$ cat src/rtl/segment_convex_brush_clip_macros.svh
// ----------------------------------------------------------------------------
// Assertion macros
// Shared concurrent assertion forms for the brush clip block.
// ----------------------------------------------------------------------------
`ifndef SEGMENT_CONVEX_BRUSH_CLIP_MACROS_SVH
`define SEGMENT_CONVEX_BRUSH_CLIP_MACROS_SVH
// implication checked every clock, skipped in reset
`define SCBC_ASSERT_IMP(label, clk, rst_n, a, c) \
    label: assert property (@(posedge clk) disable iff (!rst_n) (a) |-> (c)) \
        else $error("assertion failed");
// next-cycle implication
`define SCBC_ASSERT_NXT(label, clk, rst_n, a, c) \
    label: assert property (@(posedge clk) disable iff (!rst_n) (a) |=> (c)) \
        else $error("assertion failed");
`endif

$ cat src/rtl/scbc_pkg.sv
// ----------------------------------------------------------------------------
// Brush clip package
// Types shared by the front end, queue and back end.
// ----------------------------------------------------------------------------
package scbc_pkg;
    localparam int DistW = 64;
    localparam int IdW   = 16;
    // configuration register indexes with their own storage
    localparam logic [2:0] RegSweep   = 3'd6;
    localparam logic [2:0] RegEpsilon = 3'd7;
    // classified plane word passed from front to back
    typedef struct packed {
        logic                    begin_trace;
        logic                    last_side;
        logic                    ds_pos;
        logic                    de_pos;
        logic signed [DistW-1:0] ds;
        logic signed [DistW-1:0] de;
        logic [IdW-1:0]          plane_id;
    } t_plane_word;
endpackage

$ cat src/rtl/scbc_queue.sv
// ----------------------------------------------------------------------------
// Brush clip queue
// Two-entry FIFO between front and back end.
// ----------------------------------------------------------------------------
module scbc_queue (
    input  logic                  i_clk,
    input  logic                  i_rst_n,
    input  logic                  i_valid,
    output logic                  o_ready,
    input  scbc_pkg::t_plane_word i_word,
    output logic                  o_valid,
    input  logic                  i_ready,
    output scbc_pkg::t_plane_word o_word
);
    scbc_pkg::t_plane_word r_mem [0:1];
    logic r_wp, r_rp;
    logic [1:0] r_cnt;
    logic push, pop;

    assign o_ready = (r_cnt != 2'd2);
    assign o_valid = (r_cnt != 2'd0);
    assign push = i_valid && o_ready;
    assign pop  = o_valid && i_ready;
    assign o_word = r_mem[r_rp];

    always_ff @(posedge i_clk) begin
        if (!i_rst_n) begin
            r_wp  <= 1'b0;
            r_rp  <= 1'b0;
            r_cnt <= 2'd0;
        end else begin
            if (push) r_wp <= !r_wp;
            if (pop)  r_rp <= !r_rp;
            r_cnt <= r_cnt + 2'(push) - 2'(pop);
        end
        if (push) r_mem[r_wp] <= i_word;
    end
endmodule

$ cat config.mk
export PLATFORM = sky130hd
export DESIGN_NAME = scbc_queue
export DESIGN_NICKNAME = d
export VERILOG_FILES = /design/src/rtl/segment_convex_brush_clip_macros.svh /design/src/rtl/scbc_pkg.sv /design/src/rtl/scbc_queue.sv
export SDC_FILE = /design/constraint.sdc
export NUM_CORES = 1
export LEC_CHECK = 0
export ABC_AREA = 1
export BUFFER_PORTS_ARGS = -buffer_cell sky130_fd_sc_hd__buf_2
export CAP_MARGIN = 0
export CORE_UTILIZATION = 47
export CTS_CLUSTER_SIZE = 25
export DETAILED_ROUTE_END_ITERATION = 8
export MAX_ROUTING_LAYER = met4
export PLACE_DENSITY = 0.76
export SYNTH_ARGS = -nofsm -noshare
export SYNTH_HDL_FRONTEND = slang
export SYNTH_SLANG_ARGS = --single-unit
$ cat constraint.sdc
create_clock -name i_clk -period 7.2 [get_ports i_clk]
set_input_delay 0.72 -clock i_clk [delete_from_list [all_inputs] [get_ports i_clk]]
set_output_delay 0.72 -clock i_clk [all_outputs]
set_load 0.01 [all_outputs]
## After elaboration in Yosys (flattened, before gate mapping)

Memory sizes are Yosys's and may differ from the RTL's. A register that Yosys moved wholly into a read port is not among the register bits.
Index checks and enable logic that the tools add are counted.
Widths: inputs -> output; s select.

- Flip-flop bits (word level): 4
- Bits in writable memories: 296
- Input port bits: 152
- Output and inout bits: 150
- Logic and storage cells: 16
- Memories kept: 1

- Add/sub/neg operators: 2
- Equal/unequal tests: 1
- Mux-type cells: 4
- Reduce and logical (&&, ||, !) cells: 5

Memories:

| name | depth | width | read ports | clocked after memory_dff | wr ports | line | text |
|---|---|---|---|---|---|---|---|
| r_mem | 2 | 148 | 1 | 1 | 1 | scbc_queue.sv:15 | `scbc_pkg::t_plane_word r_mem [0:1];` |

Operator list:

| operator | number |
|---|---|
| $mux 1 | 4 |
| $add 2x1->2 | 1 |
| $logic_and 1x1->1 | 2 |
| $logic_not 1->1 | 2 |
| $ne 2x2->1 const B | 1 |
| $reduce_bool 2->1 | 1 |
| $sub 2x1->2 | 1 |

## Depth between registers and ports, before layout

Gate-level depths: netlist of the first run.

- Depth in word-level cells: 4
- Depth in mapped cells: 11
- Mapped depth without buffers: 11

## Worst setup path before layout of the first run

No wires, ideal clock.

- Path kind: input to register
- Start point: input i_valid
- End point: memory r_mem[1][0] (netlist bit) (enable)
- Library setup time: 0.660 ns
- Data arrival time: 7.037 ns
- Data required time: 6.540 ns
- Path slack: -0.497 ns
- Stages: 2
- Path buffers: 0
- Cell sequence: nand2_1 nor2_1

- Cells in the longest elaborated chain, start to end: 3

RTL lines:

| element | line | text |
|---|---|---|
| start: declaration | scbc_queue.sv:8 | `input logic i_valid,` |
| $logic_and 1x1->1 | scbc_queue.sv:22 | `assign push = i_valid && o_ready;` |
| $mux 1 | scbc_queue.sv:36 | `if (push) r_mem[r_wp] <= i_word;` |
| $mux 1 (implied by the code) | scbc_queue.sv:36 |  |
| end: declaration | scbc_queue.sv:15 |  |

No other way between the ends.

==> results of run 1 <==
[cells by family (layout without fill, tap and decap cells)]
logic type / Yosys count / after routing / share of synthesized area
AOI/OAI and AO/OA: 1 / 1 / 0.000457
adders and majority gates: 1 / 1 / 0.00114
DFF: 301 / 301 / 0.821
muxes: 148 / 148 / 0.152
and+or+nand+nor: 21 / 21 / 0.00731
other: 0 / 4 / 0
buffers and inverters: 23 / 366 / 0.0170
xor gates and xnor gates: 1 / 1 / 0.000800
[sequential cells by signal, summed over array words and instances (netlist names), named ones only]
name / cells
r_mem: 296
r_wp: 1
r_rp: 1
r_cnt: 2
[metrics by stage]
step / power [uW] / instance area, um^2 / hold WS [ps] / instances / setup WS (ps)
finish: 4840 / 13700 / 366 / 1128 / 3440
global route: 5040 / 13700 / 341 / 1128 / 3200
CTS: 4900 / 13700 / 337 / 1124 / 3330
detailed placement: 3400 / 12700 / 538 / 1071 / 3910
global placement: 3380 / 12700 / 484 / 1071 / 3910
floorplan: 3030 / 11000 / 467 / 496 / 2000
[power by group through the flow]
| stage | Combinational (uW) | Clock, uW | Sequential (uW) |
|---|---|---|---|
| 2_1_floorplan | 707 | 0 | 2330 |
| 6_report | 1010 | 1490 | 2340 |
| 5_1_grt | 1100 | 1590 | 2360 |
| 4_1_cts | 1030 | 1530 | 2340 |
| 3_5_place_dp | 1020 | 0 | 2380 |
| 3_3_place_gp | 1010 | 0 | 2370 |
[cells in the final DEF, fill, tap and decap left out]
cell type   Yosys  routed
dfxtp_4         0       1
nand2_1        11      11
buf_2           2     301
clkinv_2        0       4
diode_2         0       4
clkbuf_16       0      29
ha_1            1       1
dfxtp_1         5       4
clkinv_1        0       6
xnor2_1         1       1
inv_1           7       7
mux2_2        148     148
clkinvlp_4      0       4
clkbuf_1        0       5
nand3_1         1       1
inv_6           0       1
nor2_1          9       7
buf_4           2       5
a21oi_1         1       1
bufinv_16       0       4
nor2_4          0       2
edfxtp_1      296     296
[routing by layer]
layer | vias up | GRT usage | part of all wire
met1 | 2728 | 0.192 | 0.38
met3 | 46 | 0.0510 | 0.078
met5 | - | - | 0
met2 | 219 | 0.287 | 0.51
met4 | 0 | 0.0684 | 0.033
li1 | 2606 | - | -
[path summary, 6_finish.rpt]
| check | cells past startpoint | endpoint | slack, ps |
|---|---|---|---|
| worst min-delay path | 1 | r_mem[1][10] | 370 |
| worst max register to register | 5 | r_mem[0][123] | 5110 |
| worst min register to register | 2 | flip-flop | 530 |
| worst max-delay path | 3 | o_word[3] | 3440 |
[layout make-up]
cell class	count	area share
sequential	301	0.658
multi-input combinational	172	0.131
timing repair buffer	306	0.113
clock buffer	34	0.0545
tap	285	0.0261
clock inverter	19	0.0147
inverter	7	0.00192
antenna	4	0.000733
==> flow_summary_export.csv, run 1 <==
group,metric,value,unit
run_status,outcome,"finished clean",
worst_setup_path,crit_arrival,3040,ps
power_and_ir_drop,p_sw_frac,0.260,
die,die_area,23900,um^2
yosys,synth_edf_count,296,
yosys,synth_top_area_frac,0.812,
cts,cts_hold_buf,0,
worst_setup_path,critPathCaptureType,"output pin",
power_and_ir_drop,pwr-share-comb,0.210,
timing,fin_crit_sh,0.523,
yosys,yosysSeqAreaShare,0.821,
yosys,synth.area.top_cells,"edfxtp_1 (81%), mux2_2 (15%), buf_6 (1.2%)",
min_path,hp-class,"input port to flip-flop",
yosys,synthCells,496,
yosys,synth_cell_types,13,
timing,timing.fmax,0.266,GHz
timing,clock_skew,17.4,ps
drt,vias,5599,
power_and_ir_drop,peakVddDrop,0.244,mV
placed_design,gp_congestion,0.814,
drt,avgRoutedWirePerCell,18.4,um
placed_design,io_buffers,301,
cts,root_buffer,"clkbuf_16",
cts,cts_tree,"built",
cts,clock_latency,540,ps
worst_setup_path,r2r-start,"r_cnt[0]",
yosys,syn_area,10900,um^2
finish,drive_above_1_share,0.595,
timing,relSlewSlack,0.305,
die,die_w,155,um
drt,routed_wirelength,20800,um
drt,drt_pass1_iterations,4,
yosys,async_reset_ff_frac,0,
yosys,synth.most_common_cell,"edfxtp_1",
power_and_ir_drop,netSwitchingPower,1260,uW
timing,layout_min_cycle_time,3760,ps
placed_design,dpl.hpwl,13600,um
drt,routed_via_density,4.96,
power_and_ir_drop,seq_power_share,0.483,
yosys,ys_ff_latch,301,
global_route,grt_first_pass_wirelength,30200,um
timing,hold_viol_final,0,
die,row_count,55,
finish,syn2layout_area_growth,24.8,%
timing,setup_viol,0,
power_and_ir_drop,p_int,3580,uW
yosys,mappedNetlistNets,649,
yosys,synth-main-ff-cell,"edfxtp_1",
cts,cts_sinks,301,
worst_setup_path,slowest_delay,970,ps
cts,htree_levels,1,
finish,seqCellArea,8990,um^2
yosys,syn_area_per_cell,22.1,um^2
drt,drt_drc_violations_left,0,
finish,fill_cells,1705,
yosys,synth_commonest_cells,"edfxtp_1 (296), mux2_2 (148), buf_6 (12)",
worst_setup_path,critPathRequiredTime,6480,ps
finish,finish.utilization,0.602,
die,start_util,0.482,
timing,tightest_slew,1040,ps
die,coreArea,22700,um^2
drt,drt_iter0_drc,238,
cts,cts_buffers,29,
global_route,grt.overflow.total,0,
yosys,synth_top_area_cell,"edfxtp_1",
global_route,antenna_found_initial,4,
worst_setup_path,cp.buffers_inverters,2,
cts,path_clk_slew,60,ps
worst_setup_path,slowest_stage,"dfxtp_4",
timing,final_max_slew_viol_count,0,
die,die_h,155,um
drt,drtAntennaViolNets,0,
power_and_ir_drop,p_leak,0.00509,uW
global_route,grt_max_degree,77,
worst_setup_path,crit_chain,"buf_4 -> mux2_2 -> buf_2",
min_path,hold_start,"i_word[10]",
timing,setup_tns,0,ps
worst_setup_path,path_delay_family,"buffers and inverters",
global_route,grt_pass1_vias,5679,
worst_setup_path,crit_fanout,75,
finish,multi_input_area,1790,um^2
die,pin_count,302,
worst_setup_path,critPathKind,"flip-flop to output pin",
cts,postCtsSetupBuffers,0,
worst_setup_path,critPathLaunchType,"flip-flop",
cts,cts.path.max_buffers,3,
cts,cts_resized,0,
finish,nNetsFinal,970,
timing,rsz0062_at_grt,"false",
yosys,ys_warn_count,0,
global_route,track_usage,0.171,
power_and_ir_drop,power.density,354,nW/um^2
power_and_ir_drop,clockPowerShare,0.308,
flow_run,cap_violations,0,
No activity file was read; power rests on OpenSTA's default activity.
==> run 2, diff against run 1 <==
Clock period 7.2 ns to 3.4 ns, I/O delays scaled along.
==> run 2 against run 1 <==
Effect of this change: die area unchanged; largest power group unchanged; wire length up 13%; global-route usage up 2.7 points; via count up 11%; largest cell class unchanged; first-iteration DRC count up 29%; register-to-register slack worse by 3400 ps; critical path type unchanged; core utilization up 6.9 points; final cell count up 13%; worst hold slack worse by 310 ps.
==> flow_summary_export.csv, run 2 (synthesis results as in run 1) <==
group,metric,value,unit
finish,nNetsFinal,1120,
timing,relSlewSlack,0.685,
drt,routed_wirelength,23500,um
die,coreArea,22700,um^2
finish,final_cell_mix,"buf_2 (301), edfxtp_1 (296), mux2_2 (148), dlygate4sd3_1 (148), clkbuf_16 (29)",
die,die_area,23900,um^2
finish,top_regs,"r_mem: 296 flops, r_cnt: 2 flops",
timing,finalWorstSetupSlack,885,ps
finish,drive_above_1_share,0.510,
die,die_h,155,um
timing,hold_viol_final,0,
min_path,whs_path_depth,3,
run_status,outcome,"finished clean",
finish,multi_input_area,1790,um^2
placed_design,io_buffers,301,
cts,path_clk_slew,60,ps
flow_run,cap_violations,0,
global_route,track_usage,0.198,
placed_design,dpl.hpwl,13400,um
global_route,antenna_found_initial,2,
cts,root_buffer,"clkbuf_16",
worst_setup_path,critPathCaptureType,"output pin",
cts,cts_tree,"built",
cts,cts_resized,0,
timing,final_max_slew_viol_count,0,
worst_setup_path,critPathKind,"flip-flop to output pin",
finish,final_area,15200,um^2
timing,tightest_slew,473,ps
worst_setup_path,crit_fanout,30,
cts,cts.path.max_buffers,3,
cts,htree_levels,1,
timing,timing.fmax,0.398,GHz
placed_design,gp_congestion,0.743,
die,start_util,0.482,
die,die_w,155,um
min_path,hp-class,"input port to flip-flop",
timing,clock_skew,11.7,ps
finish,seqCellArea,8990,um^2
timing,rsz0062_at_grt,"false",
global_route,grt.overflow.total,0,
cts,postCtsSetupBuffers,0,
global_route,grt_pass1_vias,6729,
drt,drt_iter0_drc,306,
finish,top_register,"r_mem",
power_and_ir_drop,power.density,689,nW/um^2
timing,setup_viol,0,
power_and_ir_drop,peakVddDrop,0.525,mV
die,pin_count,302,
drt,vias,6231,
drt,routed_via_density,4.89,
timing,fin_crit_sh,0.740,
finish,syn2layout_area_growth,39.0,%
timing,layout_min_cycle_time,2510,ps
cts,cts_sinks,301,
cts,cts_buffers,29,
placed_design,placed_cell_area,12800,um^2
finish,final_common_cell,"buf_2",
die,row_count,55,
worst_setup_path,crit_arrival,2170,ps
drt,drt_pass1_iterations,4,
worst_setup_path,reg2reg_depth,5,
cts,clock_latency,540,ps
global_route,grt_max_degree,80,
placed_design,pre_cts_slack,1420,ps
finish,largest_register_ffs,296,
drt,drtAntennaViolNets,0,
worst_setup_path,critPathRequiredTime,3060,ps
timing,setup_tns,0,ps
cts,cts_hold_buf,148,
drt,drt_drc_violations_left,0,
global_route,grt_first_pass_wirelength,35200,um
power_and_ir_drop,p_leak,0.00575,uW
finish,fill_cells,1462,
worst_setup_path,critPathLaunchType,"flip-flop",
drt,avgRoutedWirePerCell,18.4,um
-- run 2: cell type report --
type,count,area share
Multi-Input combinational cell,172,0.117
Antenna cell,2,0.000329
Timing Repair Buffer,456,0.204
Tap cell,285,0.0234
Clock buffer,33,0.0506
Sequential cell,301,0.591
Inverter,7,0.00173
Clock inverter,19,0.0118
-- run 2: final timing paths --
check             startpoint             to  slack (ps)
hold reg to reg         r_rp           r_rp         500
hold / removal       i_rst_n       r_cnt[0]          50
setup / recovery   flip-flop     o_word[96]         890
setup reg to reg    r_cnt[0]  r_mem[1][120]        1680
-- run 2: critical path, stage by stage, from the launching register on --
cell and delay [ps]:
dfxtp_4 620, buf_4 440, mux2_2 410, buf_2 150
-- run 2: routing by layer --
metal  track usage  vias up  share of wire
met5             -        -              0
met4        0.0608        0          0.023
met3        0.0468       50          0.063
met2         0.353      241           0.53
met1         0.221     3036           0.38
li1              -     2904              -
-- run 2: through the flow --
| step | power (uW) | hold slack (ps) | util | cells |
|---|---|---|---|---|
| final | 10500 | 53.9 | 0.670 | 1275 |
| after global routing | 10900 | 37.8 | 0.670 | 1275 |
| after CTS | 10600 | 26.8 | 0.670 | 1273 |
| after detailed placement | 7240 | 485 | 0.563 | 1073 |
| after global placement | 7190 | 479 | 0.563 | 1073 |
| after floorplan | 6430 | 433 | - | 496 |
-- run 2: report_power, final --
group | leakage, uW | internal (uW) | switching, uW
sequential | 0.00281 | 4710 | 176
clock | 0.000457 | 1850 | 1330
combinational | 0.00248 | 1160 | 1280
total | 0.00575 | 7710 | 2780
