`config.mk`:
```
export PLATFORM = sky130hd
export DESIGN_NAME = scbc_back
export DESIGN_NICKNAME = d
export VERILOG_FILES = /design/src/rtl/scbc_pkg.sv /design/src/rtl/scbc_back.sv
export VERILOG_INCLUDE_DIRS = /design/src /design/src/rtl
export SDC_FILE = /design/constraint.sdc
export NUM_CORES = 2
export LEC_CHECK = 0
export ABC_CLOCK_PERIOD_IN_PS = 23500
export BUFFER_PORTS_ARGS = -buffer_cell sky130_fd_sc_hd__buf_2
export CELL_PAD_IN_SITES_DETAIL_PLACEMENT = 1
export CELL_PAD_IN_SITES_GLOBAL_PLACEMENT = 1
export CORE_MARGIN = 2
export CORE_UTILIZATION = 50
export DETAILED_ROUTE_END_ITERATION = 16
export PLACE_DENSITY = 0.92
export SYNTH_ARGS = -nofsm -noshare
export SYNTH_HDL_FRONTEND = slang
export SYNTH_SLANG_ARGS = --single-unit
```
`constraint.sdc`:
```
create_clock -name i_clk -period 23.5 [get_ports i_clk]
set_input_delay 1.175 -clock i_clk [delete_from_list [all_inputs] [get_ports i_clk]]
set_output_delay 1.175 -clock i_clk [all_outputs]
set_load 0.01 [all_outputs]
```
`src/rtl/segment_convex_brush_clip_macros.svh`:
```
// ----------------------------------------------------------------------------
// Assertion macros
// Shared concurrent assertion forms for the brush clip block.
// ----------------------------------------------------------------------------
`ifndef SEGMENT_CONVEX_BRUSH_CLIP_MACROS_SVH
`define SEGMENT_CONVEX_BRUSH_CLIP_MACROS_SVH
// implication checked every clock, skipped in reset
`define SCBC_ASSERT_IMP(label, clk, rst_n, a, c) \
    label: assert property (@(posedge clk) disable iff (!rst_n) (a) |-> (c)) \
        else $error("assertion failed");
// next-cycle implication
`define SCBC_ASSERT_NXT(label, clk, rst_n, a, c) \
    label: assert property (@(posedge clk) disable iff (!rst_n) (a) |=> (c)) \
        else $error("assertion failed");
`endif

```
`src/rtl/scbc_pkg.sv`:
```
// ----------------------------------------------------------------------------
// Brush clip package
// Types shared by the front end, queue and back end.
// ----------------------------------------------------------------------------
package scbc_pkg;
    localparam int DistW = 64;
    localparam int IdW   = 16;
    // configuration register indexes with their own storage
    localparam logic [2:0] RegSweep   = 3'd6;
    localparam logic [2:0] RegEpsilon = 3'd7;
    // classified plane word passed from front to back
    typedef struct packed {
        logic                    begin_trace;
        logic                    last_side;
        logic                    ds_pos;
        logic                    de_pos;
        logic signed [DistW-1:0] ds;
        logic signed [DistW-1:0] de;
        logic [IdW-1:0]          plane_id;
    } t_plane_word;
endpackage

```
`src/rtl/scbc_back.sv`:
```
// ----------------------------------------------------------------------------
// Brush clip back end
// Divide for plane fractions, track brush state, fold into the trace result.
// ----------------------------------------------------------------------------
`include "segment_convex_brush_clip_macros.svh"
module scbc_back #(
    parameter int FRACTION_BITS = 16
) (
    input  logic                  i_clk,
    input  logic                  i_rst_n,
    input  logic                  i_valid,
    output logic                  o_ready,
    input  scbc_pkg::t_plane_word i_word,
    input  logic [15:0]           i_epsilon,
    output logic                  o_valid,
    input  logic                  i_ready,
    output logic [FRACTION_BITS:0] o_hit_fraction,
    output logic [15:0]           o_hit_plane,
    output logic                  o_starts_out,
    output logic                  o_all_solid,
    output logic                  o_hit_updated
);
    localparam int FW  = FRACTION_BITS + 2;
    localparam int QW  = FRACTION_BITS + 2;
    localparam int CW  = $clog2(QW + 1);
    localparam logic signed [FW-1:0] One    = FW'(1) <<< FRACTION_BITS;
    localparam logic signed [FW-1:0] NegOne = -One;
    localparam logic [QW-1:0] Lim = {1'b0, {(QW-1){1'b1}}};

    typedef enum logic [2:0] {
        S_IDLE = 3'b001,
        S_DIV  = 3'b010,
        S_OUT  = 3'b100
    } t_state;

    t_state r_state;
    logic signed [FW-1:0] r_enter, r_exit, r_best;
    logic [15:0] r_enter_id, r_best_id, r_id;
    logic r_so, r_eo, r_dis, r_tso, r_tas;
    logic r_last, r_entering, r_neg, r_sat;
    logic [65:0] r_n, r_d, r_r;
    logic [QW-1:0] r_q;
    logic [CW-1:0] r_cnt;
    logic [FRACTION_BITS:0] r_hf;
    logic [15:0] r_hp;
    logic r_hso, r_has, r_hu;

    logic signed [65:0] eps66, num, den;
    logic [65:0] rem_sh, num_mag, den_mag;
    logic [QW-1:0] mag;
    logic signed [FW-1:0] fr_val;
    logic take, fold_ok;
    logic signed [FW-1:0] b_enter;

    assign o_ready = (r_state == S_IDLE);
    assign take    = i_valid && o_ready;
    assign eps66   = 66'({i_epsilon, 16'd0});
    assign den     = 66'(i_word.ds) - 66'(i_word.de);
    assign num     = (i_word.ds > i_word.de) ? 66'(i_word.ds) - eps66
                                             : 66'(i_word.ds) + eps66;
    assign num_mag = num[65] ? 66'(-num) : 66'(num);
    assign den_mag = den[65] ? 66'(-den) : 66'(den);
    assign rem_sh  = {r_r[64:0], 1'b0};
    assign mag     = r_sat ? Lim : r_q;
    assign fr_val  = r_neg ? -FW'(mag) : FW'(mag);
    assign b_enter = r_enter;
    assign fold_ok = r_so && (b_enter < r_exit) && (b_enter > NegOne)
                     && (b_enter < r_best);

    always_ff @(posedge i_clk) begin
        if (!i_rst_n) begin
            r_state <= S_IDLE;
            r_enter <= NegOne; r_exit <= One; r_enter_id <= '0;
            r_so <= 1'b0; r_eo <= 1'b0; r_dis <= 1'b0;
            r_best <= One; r_best_id <= '0; r_tso <= 1'b1; r_tas <= 1'b0;
            o_valid <= 1'b0;
        end else begin
            if (o_valid && i_ready) o_valid <= 1'b0;
            case (r_state)
                S_IDLE: if (take) begin
                    r_last <= i_word.last_side;
                    if (i_word.begin_trace) begin
                        r_best <= One; r_best_id <= '0;
                        r_tso <= 1'b1; r_tas <= 1'b0;
                        r_enter <= NegOne; r_exit <= One; r_enter_id <= '0;
                        r_so <= 1'b0; r_eo <= 1'b0; r_dis <= 1'b0;
                    end else if (r_dis) begin
                        if (i_word.last_side) r_state <= S_OUT;
                    end else begin
                        if (i_word.ds_pos) r_so <= 1'b1;
                        if (i_word.de_pos) r_eo <= 1'b1;
                        if (i_word.ds_pos && i_word.de_pos) begin
                            r_dis <= 1'b1;
                            if (i_word.last_side) r_state <= S_OUT;
                        end else if (i_word.ds_pos || i_word.de_pos) begin
                            r_entering <= (i_word.ds > i_word.de);
                            r_neg <= num[65] ^ den[65];
                            r_d   <= den_mag;
                            r_n   <= num_mag;
                            r_r   <= '0;
                            r_q   <= '0;
                            r_sat <= 1'b0;
                            r_id  <= i_word.plane_id;
                            r_cnt <= CW'(0);
                            r_state <= S_DIV;
                        end else if (i_word.last_side) begin
                            r_state <= S_OUT;
                        end
                    end
                end
                S_DIV: begin
                    // long division, one quotient bit per cycle on shifted num
                    if (r_cnt == CW'(0)) begin
                        r_sat <= (r_d == '0) || (r_n >= {r_d[64:0], 1'b0});
                        r_r   <= r_n >= r_d ? r_n - r_d : r_n;
                        r_q   <= QW'(r_n >= r_d);
                        r_cnt <= r_cnt + CW'(1);
                    end else if (r_cnt <= CW'(FRACTION_BITS)) begin
                        if (rem_sh >= r_d) begin
                            r_r <= rem_sh - r_d;
                            r_q <= {r_q[QW-2:0], 1'b1};
                        end else begin
                            r_r <= rem_sh;
                            r_q <= {r_q[QW-2:0], 1'b0};
                        end
                        r_cnt <= r_cnt + CW'(1);
                    end else begin
                        if (r_entering) begin
                            if (fr_val > r_enter) begin
                                r_enter <= fr_val; r_enter_id <= r_id;
                            end
                        end else if (fr_val < r_exit) begin
                            r_exit <= fr_val;
                        end
                        r_state <= r_last ? S_OUT : S_IDLE;
                    end
                end
                S_OUT: if (!o_valid) begin
                    r_hso <= r_tso; r_has <= r_tas; r_hu <= 1'b0;
                    r_hf <= r_best[FRACTION_BITS:0]; r_hp <= r_best_id;
                    if (!r_dis) begin
                        if (!r_so) begin
                            r_tso <= 1'b0; r_hso <= 1'b0;
                            if (!r_eo) begin
                                r_tas <= 1'b1; r_has <= 1'b1;
                            end
                        end else if (fold_ok) begin
                            r_best <= b_enter[FW-1] ? '0 : b_enter;
                            r_best_id <= r_enter_id;
                            r_hf <= b_enter[FW-1] ? '0 : b_enter[FRACTION_BITS:0];
                            r_hp <= r_enter_id; r_hu <= 1'b1;
                        end
                    end
                    r_enter <= NegOne; r_exit <= One; r_enter_id <= '0;
                    r_so <= 1'b0; r_eo <= 1'b0; r_dis <= 1'b0;
                    o_valid <= 1'b1;
                    r_state <= S_IDLE;
                end
                default: r_state <= S_IDLE;
            endcase
        end
    end

    assign o_hit_fraction = r_hf;
    assign o_hit_plane    = r_hp;
    assign o_starts_out   = r_hso;
    assign o_all_solid    = r_has;
    assign o_hit_updated  = r_hu;

    `SCBC_ASSERT_IMP(a_upd_hit, i_clk, i_rst_n, o_valid && o_hit_updated,
        o_hit_fraction <= (FRACTION_BITS+1)'(One))
    `SCBC_ASSERT_NXT(a_out_idle, i_clk, i_rst_n, r_state == S_OUT && !o_valid,
        r_state == S_IDLE && o_valid)
    `SCBC_ASSERT_IMP(a_best_range, i_clk, i_rst_n, 1'b1,
        !r_best[FW-1] && r_best <= One)
    `SCBC_ASSERT_IMP(a_solid_in, i_clk, i_rst_n, r_tas, !r_tso)
    `SCBC_ASSERT_IMP(a_state_hot, i_clk, i_rst_n, 1'b1, $onehot(r_state))
endmodule

```
# Word-level counts from Yosys, hierarchy flattened
# Index checks and enable logic that the tools add are counted.
# Widths: inputs -> output; s select.
# op_classes
add_sub_neg	9
magnitude_cmp	10
n_eq_ne	24
n_mux	122
n_bitwise	6
n_reduce_logical	27
# op_table
op	count
$mux 65	11
$mux 18	27
$ge 66x66->1	3
$mux 16	11
$pmux 65 s2	1
$sub 65x65->65	2
$pmux 18 s3	2
$mux 17	5
$pmux 18 s2	2
$logic_not 66->1	1
$mux 66	1
$neg 65->66	1
$neg 66->66	1
$add 64x33->65	1
$sub 64x33->65	1
$sub 64x64->65	1
$gt 64x64->1	1
$lt 18x18->1	3
$pmux 16 s3	1
$mux 1	35
$mux 5	7
$pmux 16 s2	1
$reduce_and 8->1	4
$mux 3	10
27 further kinds	65
# totals
register_bits	371
in_bits	168
output_inout_bits	38

# Logic depth before layout (Yosys ltp)
# logic_depth
ltp_word	9
mapped_depth	33

# Worst setup path before layout
# Ideal clock, no wire load.
# synth_path
path_kind	input to register
startpoint	input i_rst_n
endpoint	register r_d[0] (enable)
setup_time_ps	873
arrival_time_ps	12533
required_ps	22627
setup_slack_ps	10094
cell_stages	4
cell_sequence	inv_1 clkbuf_1 nor3_1 nor3b_1
# synth_between
elab_chain_cells	1
# synth_rtl
item	line	rtl
start: declaration	scbc_back.sv:10	input logic i_rst_n,
$reduce_and 7->1 (no line)	n/a	
end signal: assignment	scbc_back.sv:98	r_d <= den_mag;
end: declaration	scbc_back.sv:41	logic [65:0] r_n, r_d, r_r;
# No other way between the ends.
# A chain may end at the register's enable or synchronous reset.

# Final worst setup path
# layout_path
startpoint	input i_word[97] in the netlist's numbering
endpoint	register r_n[62] (data pin)
# layout_between
elab_chain_cells	4
elab_cells_between_ends	6
classes_between	3 x add/sub; 1 x order compare; 2 x mux
# layout_rtl
item	line	rtl
start: declaration	scbc_back.sv:13	input scbc_pkg::t_plane_word i_word,
$add 64x33->65 (tied with other cells)	scbc_back.sv:60	: 66'(i_word.ds) + eps66;
$mux 66 (*)	scbc_back.sv:59	assign num = (i_word.ds > i_word.de) ? 66'(i_word.ds) - eps66
$neg 66->66	scbc_back.sv:61	assign num_mag = num[65] ? 66'(-num) : 66'(num);
$mux 65 (*)	scbc_back.sv:61	
net num_mag[62]	scbc_back.sv:49	logic [65:0] rem_sh, num_mag, den_mag;
end signal: assignment	scbc_back.sv:99	r_n <= num_mag;
end: declaration	scbc_back.sv:41	
# Mark *: on every way through the listed nets, which the timed path passes. The rest lies on a longest branch.

==> flow_metrics.env <==
export IMPL_cp_max_fo=17
export IMPL_grt_use_total=0.367
export IMPL_end_kind="flop"
export IMPL_setup_violations=0
export IMPL_p_leak_nw=16.8
export IMPL_ir_worst_vdd_uv=48.2
export IMPL_hold_depth=2
export IMPL_clk_latency_ps=610
export IMPL_cts_made_buffers=43
export IMPL_ios=206
export IMPL_maxSlewViolCount=0
export IMPL_synth_enable_flop_cells=276
export IMPL_final_common_cell="a21oi_1"
export IMPL_rsz0062_at_grt="false"
export IMPL_core_area_um2=73100
export IMPL_grt_pass1_vias=39550
export IMPL_grt_antenna_before_repair=2
export IMPL_route_detailed_wl_per_inst_um=26.3
export IMPL_cts_tree="yes"
export IMPL_drcViolationCount=0
export IMPL_critPathMaxStageDelay_ps=690
export IMPL_min_period_ps=9450
export IMPL_slowest_stage="nor3_1"
export IMPL_cts_buffer_depth=3
export IMPL_fp_dieW_um=276
export IMPL_synth_distinct_cells=107
export IMPL_row_count=99
export IMPL_grt_max_degree=89
export IMPL_worst_slew_pin_slew_ps=1370
export IMPL_critPathRequiredTime_ps=23860
export IMPL_avgSynthCellArea_um2=8.34
export IMPL_initial_core_util=0.506
export IMPL_cts_sinks=370
export IMPL_fill_cells=8789
export IMPL_timing_rr_end="r_r[63]$_SDFFCE_PN0P_"
export IMPL_post_route_period_util=0.402
export IMPL_reg2reg_from="r_d[0]$_DFFE_PP_"
export IMPL_overflow=0
export IMPL_area_growth_pct=9.39
export IMPL_power_mw=2.76
export IMPL_ant_nets=0
export IMPL_nets=5099
export IMPL_syn_inst=4435
export IMPL_dp_hpwl_mm=105
export IMPL_min_to="r_enter_id[12]$_SDFFE_PN0P_"
export IMPL_ys_seq_elements=370
export IMPL_drive_above_1_share=0.0972
export IMPL_hold_viol_final=0
export IMPL_routed_wl_mm=146
export IMPL_root_buffer="clkbuf_16"
export IMPL_layout_common_cells="a21oi_1, ha_1, inv_1, nor2_1, nand2_1"
export IMPL_powerDensity_nw_per_um2=68.2
export IMPL_max_slew_margin=0.0770
export IMPL_cts_max_level=2
export IMPL_clk_pin_slew_worst_paths_ps=70
export IMPL_die_h_um=276
export IMPL_finalSetupTns_ps=0
export IMPL_critPathArrivalTime_ps=9810
export IMPL_seq_area_frac_synth=0.275
export IMPL_cts_setup_buffers=0
export IMPL_cts_resized=0
export IMPL_worst_clock_skew_ps=44.9
export IMPL_drt_iter0_markers=3932
export IMPL_crit_type="primary input to flop"
export IMPL_fin_area_um2=40500
export IMPL_vias=38251
export IMPL_ys_warnings_count=0
export IMPL_place_area_um2=38900
export IMPL_synthArstFlopShare=0
export IMPL_grt_pass1_wl_mm=226
export IMPL_fmax_ghz=0.106
export IMPL_syn_area_um2=37000
export IMPL_worst_r2r_cell_count=15
export IMPL_maxCapViolations=0
export IMPL_place_congestion=0.994
export IMPL_status="completed"
export IMPL_hold_path_class="flop to flop"
export IMPL_reg2reg_slack_ps=16920
export IMPL_yosys_most_used_dff="edfxtp_1"
export IMPL_die_area_um2=76200
export IMPL_via_per_inst=6.91
export IMPL_min_from="r_enter_id[12]$_SDFFE_PN0P_"
export IMPL_ctsHoldBuffers=0
export IMPL_portBuffers=205
export IMPL_fin_hold_ws_ps=477
export IMPL_start_kind="primary input"
export IMPL_dr_pass1_iters=6
per-layer routing:
layer	global-route usage	wire [um]
met4	0.228	10100
met1	0.449	56000
met5	0	0
met3	0.0505	12000
met2	0.612	67800
worst max-delay path by stage:
| stage | from | end | slack (ps) | cells after the start |
|---|---|---|---|---|
| after global routing | i_word[97] | r_n[62]$_DFFE_PP_ | 13600 | 25 |
| after global placement | i_word[100] | r_n[63]$_DFFE_PP_ | 14300 | 25 |
| after CTS | i_word[97] | r_n[62]$_DFFE_PP_ | 14280 | 25 |
| final | i_word[97] | r_n[62]$_DFFE_PP_ | 14050 | 25 |
| after floorplan | i_rst_n | r_d[0]$_DFFE_PP_ | 10090 | 4 |
| after detailed placement | i_word[97] | r_n[63]$_DFFE_PP_ | 13940 | 25 |
registers in the layout (all words and copies together), names as in the netlist, 3 cells and up:
signal          cells
r_id               16
r_state             3
r_cnt               5
o_hit_plane        16
r_q                18
b_enter            18
r_best_id          16
r_exit             18
r_best             17
o_hit_fraction     17
r_d                66
r_enter_id         16
r_n                66
r_r                65
cells in the mapped netlist (all sizes together), types with 12 or more instances:
cell     instances  share of area
a211oi          42         0.0087
a221o           12         0.0032
xnor2          222          0.053
nand2b          53         0.0090
o21ai          229          0.031
buf             38         0.0050
o2111ai         34         0.0082
ha             383           0.13
a21oi          407          0.055
a21o           206          0.042
o21bai          49         0.0099
edfxtp         276           0.22
nor2           316          0.032
o22ai           45         0.0076
o41ai           17         0.0042
nand3          113          0.016
clkbuf         142          0.014
or4             37         0.0079
a22o            20         0.0047
nand3b          20         0.0041
a2111oi         12         0.0030
inv            318          0.032
or3             35         0.0059
xor2           120          0.029
a31o            14         0.0033
a31oi           39         0.0066
o31a            18         0.0043
nand2          310          0.032
o21a            35         0.0071
nand4           71          0.012
a22oi           25         0.0051
mux2i           43          0.012
mux2            42          0.013
nor2b           44         0.0074
nor3           102          0.014
and3            55         0.0093
o211ai          36         0.0074
o31ai           51          0.010
a221oi          17         0.0042
and2            49         0.0084
nor4            66          0.012
or2             28         0.0048
and4            14         0.0033
dfxtp           94          0.051
per-stage QoR:
stage                util  setup WS (ps)  cells
global placement    0.532          14300   5458
detailed placement  0.532          13940   5458
finish              0.554          14050   5539
floorplan               -          10090   4436
CTS                 0.554          14280   5536
global route        0.554          13600   5538
power breakdown:
group          leakage [nW]  switching [mW]  internal (mW)
combinational          12.7           0.765          0.422
clock                 0.762           0.320          0.458
sequential             3.30          0.0255          0.771
total                  16.8            1.11           1.65
worst max-delay path, delay by kind of cell:
family                   cells  cell delay [ps]
AO/OA/AOI/OAI                9             2700
AND/OR/NAND/NOR             11             4250
XOR/XNOR                     1              170
adder cells (fa/ha/maj)      2              920
buffers and inverters        2              580
final cells by class:
cell class | count | area, um2 | share of cell area
Clock buffer | 55 | 1180 | 0.0292
Antenna cell | 3 | 7.51 | 0.000185
Clock inverter | 23 | 387 | 0.00955
Multi-Input combinational cell | 3567 | 25000 | 0.618
Inverter | 319 | 1200 | 0.0296
Tap cell | 959 | 1200 | 0.0296
Timing Repair Buffer | 243 | 1310 | 0.0324
Sequential cell | 370 | 10200 | 0.251
cell families after synthesis:
family / after synthesis / synth area share
buf+inv: 499 / 0.0518
other cells: 1 / 0.000101
xor+xnor: 342 / 0.0812
flops: 370 / 0.275
simple gates: 1345 / 0.185
mux: 85 / 0.0244
compound gates: 1398 / 0.249
fa+ha+maj: 395 / 0.134
No activity file was read; power rests on OpenSTA's default activity.
